==> src/hw/rtl/rptg_pkg.sv <==
`timescale 1ns / 1ps
`default_nettype none

package rptg_pkg;

	// Width of the tick counter and of the running pulse width (16 to 32).
	localparam int TIMER_BITS = 21;
	// Lengths are compared at this width so no register value can overflow.
	localparam int CMP_W = 33;

	localparam logic [CMP_W-1:0] TMAX_C =
		{{(CMP_W-TIMER_BITS){1'b0}}, {TIMER_BITS{1'b1}}};

	localparam int CFG_AW = 3;
	localparam int CFG_DW = 20;

	typedef enum logic [CFG_AW-1:0] {
		REG_FIRST_WIDTH   = 3'd0,
		REG_WIDTH_STEP    = 3'd1,
		REG_GAP_TICKS     = 3'd2,
		REG_BASE_COUNT    = 3'd3,
		REG_EXTRA_COUNT   = 3'd4,
		REG_TRIGGER_TICKS = 3'd5,
		REG_END_DELAY     = 3'd6,
		REG_POLL_GAP      = 3'd7
	} rptg_reg_t;

	typedef enum logic [4:0] {
		PH_POLL = 5'b00001,
		PH_TRIG = 5'b00010,
		PH_HIGH = 5'b00100,
		PH_GAP  = 5'b01000,
		PH_END  = 5'b10000
	} rptg_phase_t;

	typedef struct packed {
		logic [15:0] first_width;
		logic [11:0] width_step;
		logic [15:0] gap_ticks;
		logic [6:0]  base_count;
		logic [6:0]  extra_count;
		logic [15:0] trigger_ticks;
		logic [19:0] end_delay;
		logic [15:0] poll_gap;
	} rptg_cfg_t;

	typedef struct packed {
		logic trigger_level;
		logic pulse_level;
		logic enabled;
		logic extended;
	} rptg_res_t;

	// Length of a phase: zero lasts one tick, long values clamp to the timer max.
	function automatic logic [CMP_W-1:0] span(input logic [CMP_W-1:0] len);
		logic [CMP_W-1:0] r;
		if (len == '0)
			r = CMP_W'(1);
		else if (len > TMAX_C)
			r = TMAX_C;
		else
			r = len;
		return r;
	endfunction

endpackage

`default_nettype wire

==> src/hw/rtl/rptg_seq.sv <==
`timescale 1ns / 1ps
`default_nettype none

module rptg_seq
	import rptg_pkg::*;
(
	input  wire logic      clk,
	input  wire logic      arst_n,
	input  wire logic      step,
	input  wire logic      button_one,
	input  wire logic      button_two,
	input  wire rptg_cfg_t cfg,
	output rptg_res_t      res
);

	rptg_phase_t           phase_q, phase_d;
	logic [TIMER_BITS-1:0] tick_q, tick_d;
	logic [7:0]            idx_q, idx_d;
	logic [TIMER_BITS-1:0] width_q, width_d;
	logic                  en_q, en_d;
	logic                  ex_q, ex_d;

	logic [CMP_W-1:0] tick_next;
	logic [CMP_W-1:0] lim;
	logic [CMP_W-1:0] width_sum;
	logic [7:0]       train_len;
	logic [7:0]       idx_inc;
	logic             last;
	logic             trig;
	logic             pulse;

	always_comb begin
		tick_next = CMP_W'(tick_q) + CMP_W'(1);
		case (phase_q)
			PH_TRIG: lim = span(CMP_W'(cfg.trigger_ticks));
			PH_HIGH: lim = span(CMP_W'(width_q));
			PH_GAP:  lim = span(CMP_W'(cfg.gap_ticks));
			PH_END:  lim = span(CMP_W'(cfg.end_delay));
			default: lim = span(CMP_W'(cfg.poll_gap));
		endcase
		last = (tick_next >= lim);

		train_len = 8'(cfg.base_count) + (ex_q ? 8'(cfg.extra_count) : 8'd0);
		idx_inc   = idx_q + 8'd1;
		width_sum = CMP_W'(width_q) + CMP_W'(cfg.width_step);

		phase_d = phase_q;
		tick_d  = last ? '0 : tick_next[TIMER_BITS-1:0];
		idx_d   = idx_q;
		width_d = width_q;
		en_d    = en_q;
		ex_d    = ex_q;
		trig    = 1'b0;
		pulse   = 1'b0;

		case (phase_q)
			PH_TRIG: begin
				trig = 1'b1;
				if (last) begin
					if (train_len == 8'd0)
						phase_d = (cfg.end_delay == '0) ? PH_POLL : PH_END;
					else
						phase_d = PH_HIGH;
				end
			end
			PH_HIGH: begin
				pulse = 1'b1;
				if (last)
					phase_d = PH_GAP;
			end
			PH_GAP: begin
				if (last) begin
					width_d = (width_sum > TMAX_C) ? TMAX_C[TIMER_BITS-1:0]
					                                : width_sum[TIMER_BITS-1:0];
					idx_d   = idx_inc;
					if (idx_inc >= train_len)
						phase_d = (cfg.end_delay == '0) ? PH_POLL : PH_END;
					else
						phase_d = PH_HIGH;
				end
			end
			PH_END: begin
				if (last)
					phase_d = PH_POLL;
			end
			default: begin
				// sampling point: buttons toggle the flags on the last poll tick
				if (last) begin
					en_d = en_q ^ button_one;
					ex_d = ex_q ^ button_two;
					if (en_d) begin
						phase_d = PH_TRIG;
						idx_d   = '0;
						width_d = TIMER_BITS'(cfg.first_width);
					end else begin
						phase_d = PH_POLL;
					end
				end
			end
		endcase

		res.trigger_level = trig;
		res.pulse_level   = pulse;
		res.enabled       = en_d;
		res.extended      = ex_d;
	end

	always_ff @(posedge clk or negedge arst_n) begin
		if (!arst_n) begin
			phase_q <= PH_POLL;
			tick_q  <= '0;
			idx_q   <= '0;
			width_q <= '0;
			en_q    <= 1'b0;
			ex_q    <= 1'b0;
		end else if (step) begin
			phase_q <= phase_d;
			tick_q  <= tick_d;
			idx_q   <= idx_d;
			width_q <= width_d;
			en_q    <= en_d;
			ex_q    <= ex_d;
		end
	end

	// the trigger and train phases are only reachable with output enabled
	a_trig_needs_en: assert property (@(posedge clk) disable iff (!arst_n)
		(phase_q == PH_TRIG || phase_q == PH_HIGH || phase_q == PH_GAP) |-> en_q)
		else $error("active phase with enable flag clear");

	a_flags_hold: assert property (@(posedge clk) disable iff (!arst_n)
		(step && !(phase_q == PH_POLL && last)) |=> ($stable(en_q) && $stable(ex_q)))
		else $error("flag changed outside sampling point");

	a_tick_in_range: assert property (@(posedge clk) disable iff (!arst_n)
		step |=> (CMP_W'(tick_q) <= TMAX_C))
		else $error("tick counter out of range");

endmodule

`default_nettype wire

==> src/hw/rtl/ramped_pulse_train_generator.sv <==
`timescale 1ns / 1ps
`default_nettype none

// Channel   Dir  Handshake                 Word
// s_*       in   s_tvalid / s_tready       tdata[1:0] = button_one, button_two
// m_*       out  m_tvalid / m_tready       tdata[3:0] = trigger_level, pulse_level,
//                                          enabled, extended
// cfg_*     in   cfg_valid / cfg_ready     cfg_addr = register index, cfg_data = value
//
// One tick word in, one level word out; sustained rate is one word per clock while m_tready stays high.
// A tick word passes the input register, then the phase sequencer updates and the
// result lands in the output register in the same edge.
// arst_n clears the sequencer to the poll gap with both flags low; registers
// return to their defaults.
// A stall on m_tready holds the result; the input register still takes a word while it
// is empty or while the output register is free or being drained.

module ramped_pulse_train_generator
	import rptg_pkg::*;
(
	input  wire logic              clk,
	input  wire logic              arst_n,

	input  wire logic              s_tvalid,
	output logic                   s_tready,
	input  wire logic [7:0]        s_tdata,   // [0] button_one, [1] button_two

	output logic                   m_tvalid,
	input  wire logic              m_tready,
	output logic [7:0]             m_tdata,   // [0] trigger_level, [1] pulse_level,
	                                          // [2] enabled, [3] extended

	input  wire logic              cfg_valid,
	output logic                   cfg_ready,
	input  wire logic [CFG_AW-1:0] cfg_addr,
	input  wire logic [CFG_DW-1:0] cfg_data
);

	rptg_cfg_t cfg_q;
	rptg_res_t res;

	logic       s1_valid_q;
	logic [1:0] s1_btn_s1;
	logic       out_valid_q;
	logic [3:0] out_q;
	logic       adv;

	// registers take a write at any time; the block is idle by contract
	assign cfg_ready = 1'b1;

	always_ff @(posedge clk or negedge arst_n) begin
		if (!arst_n) begin
			cfg_q.first_width   <= 16'd1200;
			cfg_q.width_step    <= 12'd50;
			cfg_q.gap_ticks     <= 16'd600;
			cfg_q.base_count    <= 7'd10;
			cfg_q.extra_count   <= 7'd3;
			cfg_q.trigger_ticks <= 16'd50;
			cfg_q.end_delay     <= 20'd3000;
			cfg_q.poll_gap      <= 16'd100;
		end else if (cfg_valid) begin
			case (rptg_reg_t'(cfg_addr))
				REG_FIRST_WIDTH:   cfg_q.first_width   <= cfg_data[15:0];
				REG_WIDTH_STEP:    cfg_q.width_step    <= cfg_data[11:0];
				REG_GAP_TICKS:     cfg_q.gap_ticks     <= cfg_data[15:0];
				REG_BASE_COUNT:    cfg_q.base_count    <= cfg_data[6:0];
				REG_EXTRA_COUNT:   cfg_q.extra_count   <= cfg_data[6:0];
				REG_TRIGGER_TICKS: cfg_q.trigger_ticks <= cfg_data[15:0];
				REG_END_DELAY:     cfg_q.end_delay     <= cfg_data[19:0];
				REG_POLL_GAP:      cfg_q.poll_gap      <= cfg_data[15:0];
				default: ;
			endcase
		end
	end

	// the held word advances whenever the output register is empty or draining
	assign adv      = s1_valid_q && (!out_valid_q || m_tready);
	assign s_tready = !s1_valid_q || adv;

	always_ff @(posedge clk or negedge arst_n) begin
		if (!arst_n)
			s1_valid_q <= 1'b0;
		else if (s_tready)
			s1_valid_q <= s_tvalid;
	end

	always_ff @(posedge clk) begin
		if (s_tvalid && s_tready)
			s1_btn_s1 <= s_tdata[1:0];
	end

	rptg_seq u_seq (
		.clk        (clk),
		.arst_n     (arst_n),
		.step       (adv),
		.button_one (s1_btn_s1[0]),
		.button_two (s1_btn_s1[1]),
		.cfg        (cfg_q),
		.res        (res)
	);

	always_ff @(posedge clk or negedge arst_n) begin
		if (!arst_n)
			out_valid_q <= 1'b0;
		else if (adv)
			out_valid_q <= 1'b1;
		else if (m_tready)
			out_valid_q <= 1'b0;
	end

	always_ff @(posedge clk) begin
		if (adv)
			out_q <= {res.extended, res.enabled, res.pulse_level, res.trigger_level};
	end

	assign m_tvalid = out_valid_q;
	assign m_tdata  = {4'd0, out_q};

	a_levels_exclusive: assert property (@(posedge clk) disable iff (!arst_n)
		m_tvalid |-> !(m_tdata[0] && m_tdata[1]))
		else $error("trigger and pulse high together");

	a_disabled_quiet: assert property (@(posedge clk) disable iff (!arst_n)
		(m_tvalid && !m_tdata[2]) |-> (m_tdata[1:0] == 2'b00))
		else $error("pin driven while disabled");

	a_accept_loads: assert property (@(posedge clk) disable iff (!arst_n)
		(s_tvalid && s_tready) |=> s1_valid_q)
		else $error("accepted word lost");

endmodule

`default_nettype wire

==> config.mk <==
export PLATFORM = sky130hd
export DESIGN_NAME = ramped_pulse_train_generator
export DESIGN_NICKNAME = d
export VERILOG_FILES = /design/src/hw/rtl/rptg_pkg.sv /design/src/hw/rtl/rptg_seq.sv /design/src/hw/rtl/ramped_pulse_train_generator.sv
export SDC_FILE = /design/constraint.sdc
export NUM_CORES = 1
export LEC_CHECK = 0
export BUFFER_PORTS_ARGS = -buffer_cell sky130_fd_sc_hd__clkbuf_2
export CAP_MARGIN = 30
export CORE_AREA = 2 2 171 173
export DETAILED_ROUTE_END_ITERATION = 8
export DIE_AREA = 0 0 173 175
export PLACE_DENSITY = 0.53
export SKIP_LAST_GASP = 1
export SYNTH_ARGS = -nofsm -noshare
export SYNTH_HDL_FRONTEND = slang
export SYNTH_SLANG_ARGS = --single-unit
==> constraint.sdc <==
create_clock -name clk -period 3.74 [get_ports clk]
set_input_delay 0.187 -clock clk [delete_from_list [all_inputs] [get_ports clk]]
set_output_delay 0.187 -clock clk [all_outputs]
set_load 0.005 [all_outputs]
# Yosys cells after proc, flatten, opt, wreduce, memory -nomap -nowiden
# Cells that the tools add are included.
# op_classes
eq_ne	11
n_reduce_logical	27
n_addsub	4
mux	35
n_bitwise	3
order_cmp	3
# ops
operator	n
33-bit case mux with 4 select lines	1
21-bit two-way mux	6
16-bit logical NOT	3
16-bit two-way mux	3
21-bit case mux with 2 select lines	1
5-bit two-way mux	8
33-bit >= comparator	1
33-bit by 21-bit greater-than comparator with 1-bit output (second input constant)	1
8-bit two-way mux	3
21-bit by 1-bit adder with 22-bit output (second input constant)	1
21-bit by 12-bit adder with 22-bit output	1
21-bit logical NOT	1
20-bit logical NOT	1
20-bit two-way mux	1
5-bit case mux with 4 select lines	1
2-bit AND reduction	9
8-bit case mux with 2 select lines	1
3-bit equality test (second input constant)	4
7-bit by 8-bit adder with 8-bit output	1
8-bit by 1-bit adder with 8-bit output (second input constant)	1
8-bit >= comparator	1
8-bit logical NOT	1
1-bit two-way mux	8
7-bit two-way mux	1
17 further kinds	23
# word_totals
reg_bits	175
input_bits	36
word_cells	101

# Longest topological paths before layout
# logic_depth
depth_word	6
depth_mapped	19

# Modules after synthesis
# A second synthesis with hierarchy kept.
# unflattened
cells_unflattened	914
area_unflattened_um2	9923.3
# by_module_without_submodules
mod	n_inst	cells_each	area_per_inst_um2
rptg_seq	1	652	5351.4
ramped_pulse_train_generator	1	262	4571.9

# Worst setup path after synthesis
# OpenSTA, ideal clock, no wires.
# synth_path
kind	flip-flop to flip-flop
start	register u_seq.phase_q[0]
end	register u_seq.width_q[3]
synth_period_minus_slack_ps	4075
stages_incl_launch_ff	16
setup_slack_ps	-335
n_path_buf	2
arrival_ps	3950
path_cell_list	dfstp_2 nor2_1 and3_1 clkbuf_1 or3_1 nor2_1 buf_2 a221oi_1 ha_1 and4_1 o31ai_1 or4_4 a31oi_2 o21ai_2 nor2_4 mux2_2
# synth_between
elab_chain_cells	4
# synth_lines
element	line	source
start, declared	rptg_seq.sv:16	rptg_phase_t phase_q, phase_d;
start signal, assigned	rptg_seq.sv:117	phase_q <= phase_d;
5-bit equality test, or another cell as far along	rptg_seq.sv:34, rptg_seq.sv:56	
33-bit case mux with 4 select lines or 3-bit OR reduction (tied branches)	-	
33-bit >= comparator or 1-bit inverter (tied branches)	-	
4-bit AND reduction (no source line)	-	
end signal, assigned	rptg_seq.sv:120	width_q <= width_d;
end, declared	rptg_seq.sv:19	logic [TIMER_BITS-1:0] width_q, width_d;
# Parallel ways exist; a longest one is shown, timed or not.
# A chain may end at the register's enable or synchronous reset.

# Worst setup path in the final report
# layout_path
start	register u_seq.width_q[16]
end	register u_seq.width_q[18]
# layout_between
elab_chain_cells	5
# layout_lines
element	line
21-bit by 12-bit adder with 22-bit output or 21-bit logical NOT (tied branches)	rptg_seq.sv:45, rptg_pkg.sv:57
33-bit by 21-bit greater-than comparator with 1-bit output or 21-bit two-way mux (tied branches)	rptg_seq.sv:73, rptg_pkg.sv:57
21-bit two-way mux or 33-bit case mux with 4 select lines (tied branches)	rptg_seq.sv:73, rptg_seq.sv:34
21-bit two-way mux or 33-bit >= comparator (tied branches)	rptg_seq.sv:72, rptg_seq.sv:41
21-bit case mux with 2 select lines or 4-bit AND reduction (tied branches)	-
# Parallel ways exist; a longest one is shown, timed or not. The select of a mux whose other input is x is not followed.

==> impl_metrics.py <==
metrics = {
    "cts": {
        "h-tree-depth": 4,
        "clkLatencyLatePin_ps": 460,
        "numCtsBuffers": 17,
        "cts_buffer_depth": 2,
        "cts_sinks": 175,
        "clk_pin_slew_ps": 80,
        "cts-root-buf": "clkbuf_16",
        "cts_tree": "yes",
    },
    "synthesis": {
        "async_flop_share_pct": 96.57,
        "postSynthCellCount": 910,
        "synth_area_mm2": 0.009863,
        "syn_area_per_cell_um2": 10.84,
        "synth_edf_count": 6,
        "synth.area.top_cells": "dfrtp_1, mux2_2, dfstp_2, ha_1, nand2_1",
        "synthFlopType": "dfrtp_1",
        "synth-seq-area-share_pct": 45.07,
        "synth_seq_cells": 175,
        "yosysTopAreaCell": "dfrtp_1",
        "synth_top_area_share_pct": 35.52,
        "yosys_warnings": 0,
        "ys_types": 78,
    },
    "run": {
        "drv_cap": 0,
    },
    "sta": {
        "grt_setup_unrepaired": "true",
        "post-route-min-period_ps": 4059,
        "max_slew_margin_pct": 52.08,
        "final_max_slew_viol_count": 0,
        "hold_viol_final": 0,
        "setup_viol": 59,
        "timing.fmax_mhz": 246.3,
        "fin_skew_ps": 13.64,
        "finalWorstSetupSlack_ps": -319.5,
        "worstMarginPinSlew_ps": 717.0,
        "period_share_pct": 108.5,
    },
    "pwr": {
        "p_sw_mw": 2.827,
        "power.switching_fraction_pct": 37.62,
        "design_power_total_mw": 7.515,
        "clkPwrFrac_pct": 24.7,
        "vdd_drop_max_v": 0.0004054,
        "intPower_mw": 4.688,
        "leakage_nw": 5.545,
        "p_seq_share_pct": 35.7,
        "pwr-share-comb_pct": 39.7,
        "p_per_area_mw_per_mm2": 595.5,
    },
    "final_layout": {
        "fin_area_mm2": 0.01262,
        "final_core_util_pct": 44.45,
        "syn_to_final_growth_pct": 27.96,
        "drive_above_1_share_pct": 39.34,
        "nNetsFinal": 1158,
        "instances_no_fill": 1467,
        "insertedDiodeCount": 0,
    },
    "detailed_routing": {
        "drt_iter0_drc": 517,
        "vias": 7971,
        "drt-total-wl_um": 29090,
        "via_per_inst": 5.434,
        "antenna_left": 0,
        "first_pass_iters": 8,
        "routedWlPerCell_um": 19.83,
        "drc": 0,
    },
    "setup_path": {
        "path_cells": "nor4_2, buf_4, nand4_1, nor4_4, nor2b_4, buf_4, nand2_1, nand2_1, a21oi_1, ha_1, and4_1, o21ai_2, or4_4, a31oi_4, o21ai_4, buf_6, a211o_1, a22o_1",
        "crit_arrival_ps": 4400,
        "crit_path_max_incr_delay_ps": 560,
        "cp.required_ps": 4080,
        "crit_path_start_kind": "flop",
        "path_max_fanout": 6,
        "critical_path_class": "reg -> reg",
        "crit_buf_inv": 3,
        "cp-end-kind": "flop",
        "crit_slowest_cell": "or4_4",
        "crit_family": "simple AND/OR/NAND/NOR gates",
    },
    "floorplan": {
        "die_h_um": 175,
        "rows": 62,
        "io_pins": 47,
        "fp.coreArea_mm2": 0.02839,
        "die-area_mm2": 0.03028,
        "dieWidth_um": 173,
        "initial_utilization_pct": 34.74,
    },
    "global_route": {
        "grtUsageTotal_pct": 19.75,
        "grt_max_degree": 94,
        "grt_pass1_vias": 7928,
        "antenna_found_initial": 0,
        "grt_pass1_wl_um": 46300,
        "grt_overflow": 0,
    },
    "place": {
        "dp_slack_ps": -526.3,
        "place_congestion": 0.8756,
        "dp.final_hpwl_um": 21520,
        "placed_cells": 1408,
        "port_buffers": 35,
        "place_area_mm2": 0.01137,
    },
    "min_path": {
        "hold_path_class": "in -> reg",
    },
    "run_status": {
        "violations": "setup timing",
        "outcome": "complete, but fails checks",
    },
}
layer usage:
layer	up-vias	wire, µm	global-route usage, %
met5	-	0	0
met4	0	673	6.568
met3	34	1041	2.829
met2	188	13330	30.82
met1	3990	14040	28.16
li1	3759	-	-
logic make-up after synthesis:
| kind of cell | count (synthesis) | synth area share, % |
|---|---|---|
| AO/OA/AOI/OAI | 208 | 14.93 |
| buffers and inverters | 59 | 2.639 |
| AND/OR/NAND/NOR | 254 | 13.32 |
| XOR/XNOR | 41 | 3.641 |
| flip-flops | 175 | 45.07 |
| multiplexers | 119 | 13.57 |
| adder cells (fa/ha/maj) | 52 | 6.749 |
| other | 2 | 0.07614 |
synth_stat cells (16+ instances only):
cell and instances:
nand3_1 27, nor3_1 16, a21oi_1 29, ha_1 50, mux2_2 118, o21ai_0 46
clkbuf_1 31, inv_1 16, nand2_1 74, dfrtp_1 140, nor4_1 22, xor2_1 17
xnor2_1 24, nor2_1 39, dfstp_2 29
cell usage in the layout (no fill, tap or decap), drive strengths merged, types with 7 or more instances in the layout:
cell	instances
o21ai	51
and3	10
nand2	75
nor3	16
a31oi	12
buf	139
nor4	22
nand4	9
nor2	40
a21o	9
a22oi	7
o31ai	8
clkbuf	51
a22o	11
inv	24
and2	15
xnor2	24
dfstp	29
nand3	27
a211oi	8
a21oi	30
dlygate4sd3	7
dfrtp	140
xor2	17
o22ai	9
a222oi	15
mux2	118
ha	50
clkinv	8
nor3b	7
what timing repair did:
| action | in CTS | in global routing |
|---|---|---|
| pin swaps | 27 | 16 |
| cloned | 0 | 0 |
| setup buffers | 15 | 6 |
| hold endpoints to repair | 60 | 0 |
| gates resized for setup | 60 | 38 |
| hold buffers | 7 | 0 |
| endpoints found under the setup margin | 59 | 59 |
registers in the layout, indices dropped and copies added, names as in the netlist:
signal         count
m_tvalid           1
s1_valid_q         1
s1_btn_s1          2
u_seq.width_q     21
u_seq.ex_q         1
u_seq.en_q         1
u_seq.phase_q      5
cfg_q            110
out_q              4
u_seq.tick_q      21
u_seq.idx_q        8
final cells by class:
type,count,area [µm²]
clock buffers,17,425.4
clock inverters,15,186.4
fillers,2764,15770
inverters,17,63.81
multi-input cells,679,5595
flip-flops and latches,175,4446
well taps,384,480.5
repair buffers,180,1424
worst register-to-register path: stages, from the launching register on:
cell and delay [ps]:
dfrtp_1 400, nor4_2 290, buf_4 150, nand4_1 120
nor4_4 330, nor2b_4 120, buf_4 170, nand2_1 90
nand2_1 60, a21oi_1 260, ha_1 190, and4_1 210
o21ai_2 50, or4_4 560, a31oi_4 220, o21ai_4 130
buf_6 150, a211o_1 230, a22o_1 210
final timing paths:
path,start,endpoint,slack [ps],cells past startpoint
max,u_seq.width_q[16],u_seq.width_q[18],-320,18
min,cfg_data[16],cfg_q[32],20,2
max reg2reg,u_seq.width_q[16],u_seq.width_q[18],-320,18
min reg2reg,cfg_q[36],cfg_q[36],510,1
max in group asynchronous,arst_n,u_seq.phase_q[0],2460,3
min in group asynchronous,arst_n,cfg_q[38],320,2
metrics by stage:
step	setup TNS [ps]	hold WS (ps)
finish	-13000	17.91
global route	-25820	8.412
CTS	-11890	7.367
detailed placement	-22920	269.9
global placement	-17110	271.6
floorplan	-562.3	-108.6
power by group through the flow:
stage,Combinational [mW],Clock [mW],Sequential [mW]
after floorplan,1.67,0,2.60
after global placement,2.72,0,2.70
after detailed placement,2.75,0,2.70
after CTS,2.90,1.90,2.67
after global routing,3.27,1.96,2.73
final,2.98,1.85,2.68
Note: power is estimated with default switching activity, not from simulation.
